File: src/sv/sfrc_pkg.sv
`timescale 1ns / 1ps

package sfrc_pkg;

    // field widths of the channels
    localparam int unsigned BYTE_W   = 8;
    localparam int unsigned OFFSET_W = 6;
    localparam int unsigned STATUS_W = 3;
    localparam int unsigned CFG_IDX_W  = 3;
    localparam int unsigned CFG_DATA_W = 32;

    // register field widths
    localparam int unsigned FLEN_W = 7;
    localparam int unsigned MLEN_W = 3;
    localparam int unsigned MARK_W = 32;

    // longest header or tail that is compared
    localparam logic [MLEN_W-1:0] MAX_MARK = 3'd4;

    // reflected crc-8 polynomial
    localparam logic [BYTE_W-1:0] CRC_POLY = 8'h8C;

    // register defaults
    localparam logic [FLEN_W-1:0] FLEN_RESET = 7'd8;

    // register indexes
    typedef enum logic [CFG_IDX_W-1:0] {
        CFG_FRAME_LENGTH  = 3'd0,
        CFG_HEADER_LENGTH = 3'd1,
        CFG_HEADER_BYTES  = 3'd2,
        CFG_TAIL_LENGTH   = 3'd3,
        CFG_TAIL_BYTES    = 3'd4,
        CFG_CRC_POSITION  = 3'd5,
        CFG_CRC_ENABLE    = 3'd6
    } t_cfg_idx;

    // frame status codes
    typedef enum logic [STATUS_W-1:0] {
        ST_PENDING  = 3'd0,
        ST_OK       = 3'd1,
        ST_HDR_BAD  = 3'd2,
        ST_TAIL_BAD = 3'd3,
        ST_CRC_BAD  = 3'd4
    } t_status;

    // one result beat
    typedef struct packed {
        logic [OFFSET_W-1:0] byte_offset;
        logic [BYTE_W-1:0]   data_byte;
        logic                is_payload;
        logic                frame_done;
        logic [STATUS_W-1:0] frame_status;
    } t_result;

endpackage

File: src/sv/sfrc_rx_if.sv
`timescale 1ns / 1ps

interface sfrc_rx_if;
    logic                       valid;
    logic                       ready;
    logic [sfrc_pkg::BYTE_W-1:0] rx_byte;

    modport source (output valid, output rx_byte, input ready);
    modport sink   (input valid, input rx_byte, output ready);
endinterface

File: src/sv/sfrc_res_if.sv
`timescale 1ns / 1ps

interface sfrc_res_if;
    logic                          valid;
    logic                          ready;
    logic [sfrc_pkg::OFFSET_W-1:0] byte_offset;
    logic [sfrc_pkg::BYTE_W-1:0]   data_byte;
    logic                          is_payload;
    logic                          frame_done;
    logic [sfrc_pkg::STATUS_W-1:0] frame_status;

    modport source (output valid, output byte_offset, output data_byte, output is_payload,
                    output frame_done, output frame_status, input ready);
    modport sink   (input valid, input byte_offset, input data_byte, input is_payload,
                    input frame_done, input frame_status, output ready);
endinterface

File: src/sv/sfrc_cfg_if.sv
`timescale 1ns / 1ps

interface sfrc_cfg_if;
    logic                            valid;
    logic                            ready;
    logic [sfrc_pkg::CFG_IDX_W-1:0]  index;
    logic [sfrc_pkg::CFG_DATA_W-1:0] data;

    modport source (output valid, output index, output data, input ready);
    modport sink   (input valid, input index, input data, output ready);
endinterface

File: src/sv/serial_frame_receive_checker_core.sv
`timescale 1ns / 1ps
// a result beat is registered from its accepted byte into the head slot, or into the skid slot while the head waits
// throughput: one byte per cycle while the skid slot is free, bounded by the combinational unrolled crc-8 byte step
// a two-entry output buffer keeps input ready while a result waits downstream
// reset (synchronous, active low): registers return to defaults, frame state
// clears, output buffer empties; no clearing pass, ready right after reset

module serial_frame_receive_checker_core #(
    parameter int unsigned MAX_FRAME = 64
) (
    input  logic       i_clk,
    input  logic       i_rst_n,
    sfrc_rx_if.sink    i_rx,
    sfrc_cfg_if.sink   i_cfg,
    sfrc_res_if.source o_res
);
    import sfrc_pkg::*;

    localparam int unsigned POS_W = $clog2(MAX_FRAME);
    localparam int unsigned CW    = (POS_W >= FLEN_W) ? POS_W + 1 : FLEN_W + 1;
    localparam logic [CW-1:0] FRAME_MAX = CW'(MAX_FRAME);

    // configuration registers
    logic [FLEN_W-1:0]   r_frame_length;
    logic [MLEN_W-1:0]   r_header_length;
    logic [MARK_W-1:0]   r_header_bytes;
    logic [MLEN_W-1:0]   r_tail_length;
    logic [MARK_W-1:0]   r_tail_bytes;
    logic [OFFSET_W-1:0] r_crc_position;
    logic                r_crc_enable;

    // frame state
    logic [POS_W-1:0]  r_pos;
    logic [BYTE_W-1:0] r_crc;
    logic              r_crc_ok;
    logic              r_hdr_bad;
    logic              r_tail_bad;
    logic [POS_W-1:0]  n_pos;
    logic [BYTE_W-1:0] n_crc;
    logic              n_crc_ok;
    logic              n_hdr_bad;
    logic              n_tail_bad;

    // output buffer: head slot and skid slot
    logic    r_ov;
    logic    r_sv;
    t_result r_ores;
    t_result r_sres;
    t_result n_res;

    logic in_fire;
    logic out_fire;

    // per-beat decode
    logic [CW-1:0]     flen;
    logic [CW-1:0]     hlen;
    logic [CW-1:0]     tlen;
    logic [CW-1:0]     tail_start;
    logic [CW-1:0]     pos;
    logic [CW-1:0]     tail_idx;
    logic [BYTE_W-1:0] hdr_exp;
    logic [BYTE_W-1:0] tail_exp;
    logic              in_header;
    logic              in_tail;
    logic              is_crc;
    logic              last;
    logic [BYTE_W-1:0] crc_step;
    t_status           status;

    assign i_cfg.ready = 1'b1;
    assign i_rx.ready  = ~r_sv;
    assign in_fire     = i_rx.valid & ~r_sv;
    assign out_fire    = r_ov & o_res.ready;

    // crc-8 over one byte, lsb first
    function automatic logic [BYTE_W-1:0] crc_byte(input logic [BYTE_W-1:0] acc,
                                                   input logic [BYTE_W-1:0] b);
        logic [BYTE_W-1:0] c;
        c = acc ^ b;
        for (int k = 0; k < BYTE_W; k++) begin
            c = c[0] ? ((c >> 1) ^ CRC_POLY) : (c >> 1);
        end
        return c;
    endfunction

    // effective lengths and region decode
    always_comb begin
        flen = CW'(r_frame_length);
        if (flen == '0) begin
            flen = CW'(1);
        end else if (flen > FRAME_MAX) begin
            flen = FRAME_MAX;
        end
        hlen = (r_header_length > MAX_MARK) ? CW'(MAX_MARK) : CW'(r_header_length);
        tlen = (r_tail_length > MAX_MARK) ? CW'(MAX_MARK) : CW'(r_tail_length);
        if (tlen > flen) begin
            tlen = flen;
        end
        tail_start = flen - tlen;
        pos        = CW'(r_pos);
        tail_idx   = pos - tail_start;

        in_header = pos < hlen;
        in_tail   = (pos >= tail_start) && (pos < flen);
        is_crc    = r_crc_enable && (pos == CW'(r_crc_position));
        last      = (pos + CW'(1)) >= flen;

        hdr_exp  = r_header_bytes[pos[1:0]*BYTE_W +: BYTE_W];
        tail_exp = r_tail_bytes[tail_idx[1:0]*BYTE_W +: BYTE_W];
        crc_step = crc_byte(r_crc, i_rx.rx_byte);
    end

    // next frame state and result
    always_comb begin
        n_hdr_bad  = r_hdr_bad  | (in_header && (i_rx.rx_byte != hdr_exp));
        n_tail_bad = r_tail_bad | (in_tail && (i_rx.rx_byte != tail_exp));
        n_crc_ok   = r_crc_ok & ~(is_crc && (i_rx.rx_byte != r_crc));
        n_crc      = (pos < CW'(r_crc_position)) ? crc_step : r_crc;
        n_pos      = r_pos + POS_W'(1);

        if (!last) begin
            status = ST_PENDING;
        end else if (n_hdr_bad) begin
            status = ST_HDR_BAD;
        end else if (n_tail_bad) begin
            status = ST_TAIL_BAD;
        end else if (!n_crc_ok) begin
            status = ST_CRC_BAD;
        end else begin
            status = ST_OK;
        end

        n_res.byte_offset  = OFFSET_W'(r_pos);
        n_res.data_byte    = i_rx.rx_byte;
        n_res.is_payload   = ~(in_header | in_tail | is_crc);
        n_res.frame_done   = last;
        n_res.frame_status = status;
    end

    // configuration writes
    always_ff @(posedge i_clk) begin
        if (!i_rst_n) begin
            r_frame_length  <= FLEN_RESET;
            r_header_length <= '0;
            r_header_bytes  <= '0;
            r_tail_length   <= '0;
            r_tail_bytes    <= '0;
            r_crc_position  <= '0;
            r_crc_enable    <= 1'b0;
        end else if (i_cfg.valid) begin
            unique case (i_cfg.index)
                CFG_FRAME_LENGTH:  r_frame_length  <= i_cfg.data[FLEN_W-1:0];
                CFG_HEADER_LENGTH: r_header_length <= i_cfg.data[MLEN_W-1:0];
                CFG_HEADER_BYTES:  r_header_bytes  <= i_cfg.data[MARK_W-1:0];
                CFG_TAIL_LENGTH:   r_tail_length   <= i_cfg.data[MLEN_W-1:0];
                CFG_TAIL_BYTES:    r_tail_bytes    <= i_cfg.data[MARK_W-1:0];
                CFG_CRC_POSITION:  r_crc_position  <= i_cfg.data[OFFSET_W-1:0];
                CFG_CRC_ENABLE:    r_crc_enable    <= i_cfg.data[0];
                default: ;
            endcase
        end
    end

    // frame state update, cleared after the last byte
    always_ff @(posedge i_clk) begin
        if (!i_rst_n) begin
            r_pos      <= '0;
            r_crc      <= '0;
            r_crc_ok   <= 1'b1;
            r_hdr_bad  <= 1'b0;
            r_tail_bad <= 1'b0;
        end else if (in_fire) begin
            if (last) begin
                r_pos      <= '0;
                r_crc      <= '0;
                r_crc_ok   <= 1'b1;
                r_hdr_bad  <= 1'b0;
                r_tail_bad <= 1'b0;
            end else begin
                r_pos      <= n_pos;
                r_crc      <= n_crc;
                r_crc_ok   <= n_crc_ok;
                r_hdr_bad  <= n_hdr_bad;
                r_tail_bad <= n_tail_bad;
            end
        end
    end

    // output buffer control
    always_ff @(posedge i_clk) begin
        if (!i_rst_n) begin
            r_ov <= 1'b0;
            r_sv <= 1'b0;
        end else if (out_fire || !r_ov) begin
            if (r_sv) begin
                r_ov <= 1'b1;
                r_sv <= in_fire;
            end else begin
                r_ov <= in_fire;
            end
        end else if (in_fire) begin
            r_sv <= 1'b1;
        end
    end

    // output buffer data
    always_ff @(posedge i_clk) begin
        if (out_fire || !r_ov) begin
            if (r_sv) begin
                r_ores <= r_sres;
                if (in_fire) begin
                    r_sres <= n_res;
                end
            end else if (in_fire) begin
                r_ores <= n_res;
            end
        end else if (in_fire) begin
            r_sres <= n_res;
        end
    end

    assign o_res.valid        = r_ov;
    assign o_res.byte_offset  = r_ores.byte_offset;
    assign o_res.data_byte    = r_ores.data_byte;
    assign o_res.is_payload   = r_ores.is_payload;
    assign o_res.frame_done   = r_ores.frame_done;
    assign o_res.frame_status = r_ores.frame_status;

endmodule

File: src/flat_wrapper.sv
// flat-port wrapper written by rule: the top's interface ports become plain ports
module serial_frame_receive_checker_core_flat import sfrc_pkg::*;
#(
    parameter int unsigned MAX_FRAME = 64
)
  (i_clk, i_rst_n, i_rx_valid, i_rx_rx_byte, i_rx_ready, i_cfg_valid, i_cfg_index, i_cfg_data, i_cfg_ready, o_res_valid, o_res_byte_offset, o_res_data_byte, o_res_is_payload, o_res_frame_done, o_res_frame_status, o_res_ready);
  sfrc_rx_if i_rx_i ();
  sfrc_cfg_if i_cfg_i ();
  sfrc_res_if o_res_i ();
  input  logic i_clk;
  input  logic i_rst_n;
  input wire logic [$bits(i_rx_i.valid)-1:0] i_rx_valid;
  input wire logic [$bits(i_rx_i.rx_byte)-1:0] i_rx_rx_byte;
  output wire logic [$bits(i_rx_i.ready)-1:0] i_rx_ready;
  input wire logic [$bits(i_cfg_i.valid)-1:0] i_cfg_valid;
  input wire logic [$bits(i_cfg_i.index)-1:0] i_cfg_index;
  input wire logic [$bits(i_cfg_i.data)-1:0] i_cfg_data;
  output wire logic [$bits(i_cfg_i.ready)-1:0] i_cfg_ready;
  output wire logic [$bits(o_res_i.valid)-1:0] o_res_valid;
  output wire logic [$bits(o_res_i.byte_offset)-1:0] o_res_byte_offset;
  output wire logic [$bits(o_res_i.data_byte)-1:0] o_res_data_byte;
  output wire logic [$bits(o_res_i.is_payload)-1:0] o_res_is_payload;
  output wire logic [$bits(o_res_i.frame_done)-1:0] o_res_frame_done;
  output wire logic [$bits(o_res_i.frame_status)-1:0] o_res_frame_status;
  input wire logic [$bits(o_res_i.ready)-1:0] o_res_ready;
  assign i_rx_i.valid = i_rx_valid;
  assign i_rx_i.rx_byte = i_rx_rx_byte;
  assign i_rx_ready = i_rx_i.ready;
  assign i_cfg_i.valid = i_cfg_valid;
  assign i_cfg_i.index = i_cfg_index;
  assign i_cfg_i.data = i_cfg_data;
  assign i_cfg_ready = i_cfg_i.ready;
  assign o_res_valid = o_res_i.valid;
  assign o_res_byte_offset = o_res_i.byte_offset;
  assign o_res_data_byte = o_res_i.data_byte;
  assign o_res_is_payload = o_res_i.is_payload;
  assign o_res_frame_done = o_res_i.frame_done;
  assign o_res_frame_status = o_res_i.frame_status;
  assign o_res_i.ready = o_res_ready;
  serial_frame_receive_checker_core #(.MAX_FRAME(MAX_FRAME)) u_core (.i_clk(i_clk), .i_rst_n(i_rst_n), .i_rx(i_rx_i), .i_cfg(i_cfg_i), .o_res(o_res_i));
endmodule
File: config.mk
export PLATFORM = sky130hd
export DESIGN_NAME = serial_frame_receive_checker_core_flat
export DESIGN_NICKNAME = d
export VERILOG_FILES = /design/src/sv/sfrc_pkg.sv /design/src/sv/sfrc_rx_if.sv /design/src/sv/sfrc_res_if.sv /design/src/sv/sfrc_cfg_if.sv /design/src/sv/serial_frame_receive_checker_core.sv /design/src/flat_wrapper.sv
export SDC_FILE = /design/constraint.sdc
export NUM_CORES = 1
export LEC_CHECK = 0
export BUFFER_PORTS_ARGS = -buffer_cell sky130_fd_sc_hd__buf_2
export CORE_MARGIN = 8
export CORE_UTILIZATION = 55
export CTS_BUF_LIST = sky130_fd_sc_hd__clkbuf_8
export CTS_CLUSTER_SIZE = 40
export DETAILED_ROUTE_END_ITERATION = 10
export PLACE_DENSITY_LB_ADDON = 0.2
export SLEW_MARGIN = 20
export SYNTH_ARGS = -nofsm -noshare
export SYNTH_HDL_FRONTEND = slang
export SYNTH_SLANG_ARGS = --single-unit
File: constraint.sdc
create_clock -name i_clk -period 4.9 [get_ports i_clk]
set_input_delay 0.98 -clock i_clk [delete_from_list [all_inputs] [get_ports i_clk]]
set_output_delay 0.98 -clock i_clk [all_outputs]
set_load 0.01 [all_outputs]
==> results of run 1 <==
==> placed cells by master, fill, tap and decap left out, types with 13 or more instances in the layout <==
cell	count
clkbuf_8	20
mux2_2	14
buf_2	68
dfxtp_1	103
ha_1	34
a21oi_1	82
mux2i_1	15
nand2_1	171
edfxtp_1	38
nor2_1	32
xnor2_1	35
inv_1	24
buf_4	13
==> power by group through the flow <==
stage | combinational, mW | clock (mW) | sequential [mW]
CTS | 0.390 | 0.987 | 1.26
finish | 0.392 | 0.970 | 1.26
global placement | 0.374 | 0 | 1.29
floorplan | 0.263 | 0 | 1.29
detailed placement | 0.386 | 0 | 1.29
global route | 0.430 | 1.04 | 1.27
==> routing by layer <==
layer,up-vias,global-route usage [%]
met1,2717,26.6
met5,-,0
li1,2677,-
met3,31,4.55
met4,0,8.85
met2,191,34.3
==> final cells by class <==
class | count | area [sq um] | area share, %
clock buffers | 20 | 275 | 3.48
clock inverters | 12 | 145 | 1.83
inverters | 25 | 93.8 | 1.18
multi-input cells | 530 | 3550 | 44.8
flip-flops and latches | 141 | 3200 | 40.4
well taps | 172 | 215 | 2.72
repair buffers | 81 | 438 | 5.53
==> critical path, delay by kind of cell (launching register included) <==
family	cells	cell delay, ns
buffers and inverters	2	0.11
AOI/OAI and AO/OA	6	1.03
DFF	1	0.36
xor gates and xnor gates	1	0.14
muxes	2	0.94
and+or+nand+nor	4	0.59
adders and majority gates	3	1.30
==> through the flow <==
step / hold slack [ns] / cells / setup WS [ns] / util, %
finish: 0.453 / 981 / 0.179 / 63.5
global placement: 0.438 / 949 / 0.162 / 59.9
global route: 0.472 / 981 / -0.00844 / 63.5
floorplan: 0.432 / 732 / 0.00880 / -
CTS: 0.452 / 981 / 0.00387 / 63.2
detailed placement: 0.442 / 949 / 0.00766 / 59.9
==> cells by family after synthesis <==
family,share of synthesized area (%)
multiplexers,9.87
AO/OA/AOI/OAI,12.1
adder cells (fa/ha/maj),6.69
XOR/XNOR,5.41
AND/OR/NAND/NOR,16.4
buffers and inverters,3.52
other,0.0539
flip-flops,46.0
==> worst paths after layout <==
path	start	end	slack (ns)	cells past startpoint
worst max-delay path	u_core.r_frame_length[1]	u_core.o_res.frame_status[2]	0.18	18
worst min-delay path	u_core.r_header_bytes[1]	u_core.r_header_bytes[1]	0.45	2
worst max register to register	u_core.r_frame_length[1]	u_core.o_res.frame_status[2]	0.18	18
worst min register to register	u_core.r_header_bytes[1]	u_core.r_header_bytes[1]	0.45	2
==> synthesized netlist by cell type (4+ instances only) <==
master and n:
nor3_1 13, mux2i_1 15, xor2_1 8, mux4_2 11, nor2b_1 7, a31oi_1 6, mux4_1 5, nor2_1 33
o21a_1 12, o21ai_0 10, xnor2_1 35, nand2b_1 5, a21o_1 4, mux2_2 14, clkbuf_1 31, a21oi_1 83
a21boi_0 6, ha_1 34, nand4_1 7, edfxtp_1 38, nand2_1 171, dfxtp_1 103, and2_1 6, nand3_1 10
inv_1 22
==> sequential cells by signal, indices dropped and copies added, names as in the netlist <==
register                   flops
u_core.r_header_length         3
u_core.r_tail_bad              1
u_core.r_header_bytes         32
u_core.r_hdr_bad               1
u_core.o_res.byte_offset       6
u_core.r_sv                    1
u_core.o_res.valid             1
u_core.o_res.frame_done        1
u_core.r_pos                   6
u_core.o_res.frame_status      3
u_core.r_crc                   8
u_core.r_crc_ok                1
u_core.r_sres                 19
u_core.o_res.data_byte         8
u_core.o_res.is_payload        1
u_core.r_crc_enable            1
u_core.r_tail_length           3
u_core.r_frame_length          7
u_core.r_tail_bytes           32
u_core.r_crc_position          6
==> what timing repair did <==
action / CTS / global route
resized for setup: 0 / 5
setup endpoints to repair: 0 / 7
hold endpoints to repair: 0 / 0
buffers inserted: 0 / 0
==> metrics.yaml, run 1 <==
outcome:
  outcome: "finished clean"
drt:
  wirelength_met1_um: 7680
  wl_per_cell_um: 17.3
  wl_met2_um: 7950
  via_per_inst: 5.72
  routed-via-count: 5616
  drt_iter0_markers: 470
  drtPass1Iterations: 5
  highest_layer: "met4"
  route.detailed.drc: 0
  detail-route-antenna-nets: 0
  wl_met3_um: 978
  wl_um: 17000
timing:
  drv_slew: 0
  slew_headroom_pct: 31.2
  fin_crit_sh_pct: 96.4
  max_freq_mhz: 212
  tns_ns: 0
  fin_skew_ns: 0.0139
  worstMarginPinSlew_ns: 1.03
  setup_viol: 0
  final-hold-violation-count: 0
  min_period_ns: 4.72
clock_network:
  cts_tree: "built"
  clockBufferDepth: 2
  clkSinkCount: 141
  htreeDepth: 4
  clk_pin_slew_worst_paths_ns: 0.08
  cts_hold_buf: 0
  cts_buffers: 17
  cts_root_buf: "clkbuf_8"
  clk_latency_ns: 0.46
run:
  max-cap-violations: 0
setup_path:
  crit_chain: "nor2_1, a21oi_1, nor2_2, ha_1, inv_1, a21o_1, a21oi_2, a311oi_4, mux2_2, fa_1, inv_1, fa_1, mux4_2, xnor2_1, nand4_1, o211ai_2, or2_2, a41o_1"
  critPathLaunchType: "flip-flop"
  arrival_ns: 4.93
  cp_max_fo: 4
  slowest_delay_ns: 0.56
  endpoint_kind: "flip-flop"
  worstSetupPathType: "flip-flop to flip-flop"
  cp.required_ns: 5.11
  crit_path_top_delay_cell: "fa_1"
cells_and_area:
  syn_to_final_growth_pct: 13.8
  drive_gt1_share_pct: 18.7
  design_area_sq_mm: 0.00792
  layout.nets: 880
  fill_cells: 1074
  diodes: 0
logic_synthesis:
  synth_area_leaders: "dfxtp_1, edfxtp_1, nand2_1"
  async_reset_ff_share_pct: 0
  syn-cell-area_sq_mm: 0.00696
  ys_ff_latch: 141
  yosysWarningCount: 0
  avgSynthCellArea_sq_um: 9.51
  synth_top_area_cell: "dfxtp_1"
  synth_flop_cell: "dfxtp_1"
  ys_types: 59
  syn_inst: 732
  synth-seq-area-share_pct: 46.0
  synth.top_cell.area_share_pct: 29.6
  synth_edf_count: 38
  synth.net_count: 816
power:
  switching_power_mw: 0.681
  leakage_nw: 3.04
  p_total_mw: 2.63
  power_density_mw_per_mm2: 331
  switching_share_pct: 26.0
  internal-power_mw: 1.94
  power_frac_seq_pct: 48.1
  p_comb_share_pct: 14.9
  clockPowerShare_pct: 37.0
  vdd_drop_max_mv: 0.208
die:
  initial_core_util_pct: 55.8
  ioPinCount: 70
  die-area_sq_mm: 0.0165
  die_x_um: 129
  coreArea_sq_mm: 0.0125
  die_height_um: 129
  rows: 41
place:
  io_buffers: 68
  gp_congestion: 0.849
  dp_hpwl_um: 12300
  placed_area_sq_mm: 0.00746
hold_path:
  hold_path.class: "flip-flop to flip-flop"
grt:
  track_usage_pct: 21.0
  antenna_found_initial: 0
  grt_overflow: 0
  grt_first_pass_wirelength_um: 27100
  grt_max_degree: 49
  first_global_vias: 5451
(Power assumes the default switching activity.)
==> run 2: changes to the inputs <==
--- a/config.mk
+++ b/config.mk
@@ -6,6 +6,7 @@
 export NUM_CORES = 1
 export LEC_CHECK = 0
 export BUFFER_PORTS_ARGS = -buffer_cell sky130_fd_sc_hd__buf_2
+export CORE_ASPECT_RATIO = 0.5
 export CORE_MARGIN = 8
 export CORE_UTILIZATION = 55
 export CTS_BUF_LIST = sky130_fd_sc_hd__clkbuf_8
==> run 2 against run 1 <==
Against the previous run:
- sequential share of layout area shrank 0.32 points
- first-iteration DRC count grew 4.5%
- worst hold slack gained 0.0028 ns
- non-clock buffer count is 3 higher
- sequential cell count is the same
- critical path depth fell by 3
- via count down 0.82%
- register-to-register slack better by 0.04 ns
- worst setup slack gained 0.038 ns
- power up 5.2%
- maximum frequency increased by 0.81%
- combinational power increased by 2%
- critical path type unchanged
- critical endpoint unchanged
- largest power group unchanged
==> metrics.yaml, run 2 (synthesized netlist as in run 1, its figures left out) <==
timing:
  grt_setup_unrepaired: "no"
  worstMarginPinSlew_ns: 1.06  # was 1.03 ns
  fin_crit_sh_pct: 95.6  # was 96.4%
  slew_headroom_pct: 29.3  # was 31.2%
  max_freq_mhz: 214  # was 212 MHz
  final-hold-violation-count: 0  # unchanged
  drv_slew: 0  # unchanged
  min_period_ns: 4.68  # was 4.72 ns
  setup_viol: 0  # unchanged
  fin_skew_ns: 0.0124  # was 0.0139 ns
  tns_ns: 0  # unchanged
setup_path:
  cp_max_fo: 4  # unchanged
  r2r_setup_slack_ns: 0.22  # was 0.18 ns
  arrival_ns: 4.89  # was 4.93 ns
  cp.required_ns: 5.11  # about the same
  critPathLaunchType: "flip-flop"  # unchanged
  endpoint_kind: "flip-flop"  # unchanged
  worstSetupPathType: "flip-flop to flip-flop"  # unchanged
die:
  coreArea_sq_mm: 0.0125  # about the same
  die_height_um: 95.6  # was 129 um
  ioPinCount: 70  # unchanged
  die_x_um: 175  # was 129 um
  rows: 29  # was 41
  die-area_sq_mm: 0.0167  # was 0.0165 sq mm
  initial_core_util_pct: 55.6  # was 55.8%
place:
  dp_hpwl_um: 12700  # was 12,300 um
  dp.cells: 948  # was 949
  io_buffers: 68  # unchanged
  gp_congestion: 0.900  # was 0.849
clock_network:
  cts_tree: "built"  # unchanged
  htreeDepth: 4  # unchanged
  clkSinkCount: 141  # unchanged
  clk_pin_slew_worst_paths_ns: 0.09  # was 0.08 ns
  cts_hold_buf: 0  # unchanged
  clk_latency_ns: 0.45  # was 0.46 ns
  cts_buffers: 17  # unchanged
  cts_root_buf: "clkbuf_8"  # unchanged
  clockBufferDepth: 2  # unchanged
drt:
  drtPass1Iterations: 5  # unchanged
  wl_per_cell_um: 18.0  # was 17.3 um
  wl_um: 17600  # was 17,000 um
  detail-route-antenna-nets: 0  # unchanged
  route.detailed.drc: 0  # unchanged
  via_per_inst: 5.68  # was 5.72
  routed-via-count: 5570  # was 5,616
  drt_iter0_markers: 491  # was 470
power:
  p_comb_share_pct: 14.5  # was 14.9%
  switching_power_mw: 0.733  # was 0.681 mW
  leakage_nw: 3.06  # was 3.04 nW
  power_frac_seq_pct: 45.8  # was 48.1%
  switching_share_pct: 26.6  # was 26.0%
  clockPowerShare_pct: 39.7  # was 37.0%
  power_density_mw_per_mm2: 345  # was 331 mW/mm^2
  internal-power_mw: 2.03  # was 1.94 mW
  vdd_drop_max_mv: 0.192  # was 0.208 mV
cells_and_area:
  fin_util_pct: 63.9  # was 63.5%
  final_common_cell: "nand2_1"  # unchanged
  stdcell_count: 981  # unchanged
  syn_to_final_growth_pct: 14.8  # was 13.8%
  layout.nets: 883  # was 880
  drive_gt1_share_pct: 19.7  # was 18.7%
  reg_top3: "u_core.r_header_bytes x32, u_core.r_tail_bytes x32, u_core.r_sres x19"  # unchanged
  final_cell_mix: "nand2_1, dfxtp_1, a21oi_1"  # unchanged
  diodes: 0  # unchanged
grt:
  antenna_found_initial: 0  # unchanged
  track_usage_pct: 21.7  # was 21.0%
  grt_overflow: 0  # unchanged
  grt_first_pass_wirelength_um: 28300  # was 27,100 um
  grt_max_degree: 77  # was 49
  first_global_vias: 5403  # was 5,451
outcome:
  outcome: "finished clean"  # unchanged
hold_path:
  hold_path.class: "flip-flop to flip-flop"  # unchanged
run:
  max-cap-violations: 0  # unchanged
[run 2: per-layer routing]
metal | part of all wire, % | wire [um] | global-route usage, %
met1 | 48 | 8420 | 30.0
met3 | 8.1 | 1430 | 5.61
met4 | 1.3 | 223 | 6.73
met2 | 43 | 7560 | 33.1
met5 | 0 | 0 | 0
[run 2: worst paths after layout]
check | start | end | cells past startpoint
max | u_core.r_frame_length[4] | u_core.o_res.frame_status[2] | 15
min reg2reg | u_core.r_header_bytes[17] | u_core.r_header_bytes[17] | 2
max reg2reg | u_core.r_frame_length[4] | u_core.o_res.frame_status[2] | 15
min | u_core.r_header_bytes[17] | u_core.r_header_bytes[17] | 2
[run 2: repair_timing]
item / 4_1_cts / 5_1_grt
gates resized for setup: 1 / 12
setup buffers: 0 / 2
pin swaps: 0 / 6
endpoints found under the setup margin: 2 / 7
[run 2: power groups by stage]
stage                     logic (mW)  registers [mW]  clock network [mW]
after floorplan                0.263            1.29                   0
after global placement         0.381            1.29                   0
after detailed placement       0.388            1.29                   0
after CTS                      0.391            1.26                1.10
after global routing           0.436            1.27                1.16
final                          0.400            1.26                1.10
[run 2: through the flow]
| stage | area, sq um | hold slack [ns] | worst slack, ns | power (mW) |
|---|---|---|---|---|
| 2_1_floorplan | 6960 | 0.432 | 0.00880 | 1.56 |
| 5_1_grt | 8000 | 0.475 | 0.00685 | 2.86 |
| 3_3_place_gp | 7470 | 0.439 | 0.116 | 1.67 |
| 4_1_cts | 7940 | 0.456 | 0.102 | 2.76 |
| 3_5_place_dp | 7470 | 0.446 | 0.0124 | 1.68 |
| 6_report | 8000 | 0.456 | 0.217 | 2.76 |
[run 2: critical path, stage by stage (launching register included)]
cell and delay [ns]:
dfxtp_2 0.34, nor3_4 0.20, a21oi_2 0.07, nor2_1 0.14, ha_1 0.26, a311oi_2 0.33, mux2_4 0.35, fa_1 0.54
inv_1 0.06, fa_2 0.56, mux4_2 0.54, xnor2_2 0.15, nand4_1 0.11, o211ai_2 0.16, or2_2 0.37, a41o_1 0.24
[run 2: layout make-up]
class                           instances  area (sq um)
Sequential cell                       141          3210
Multi-Input combinational cell        530          3560
Fill cell                            1093          4520
Clock buffer                           18           248
Timing Repair Buffer                   84           460
Clock inverter                         13           211
Inverter                               25          93.8
Tap cell                              170           213
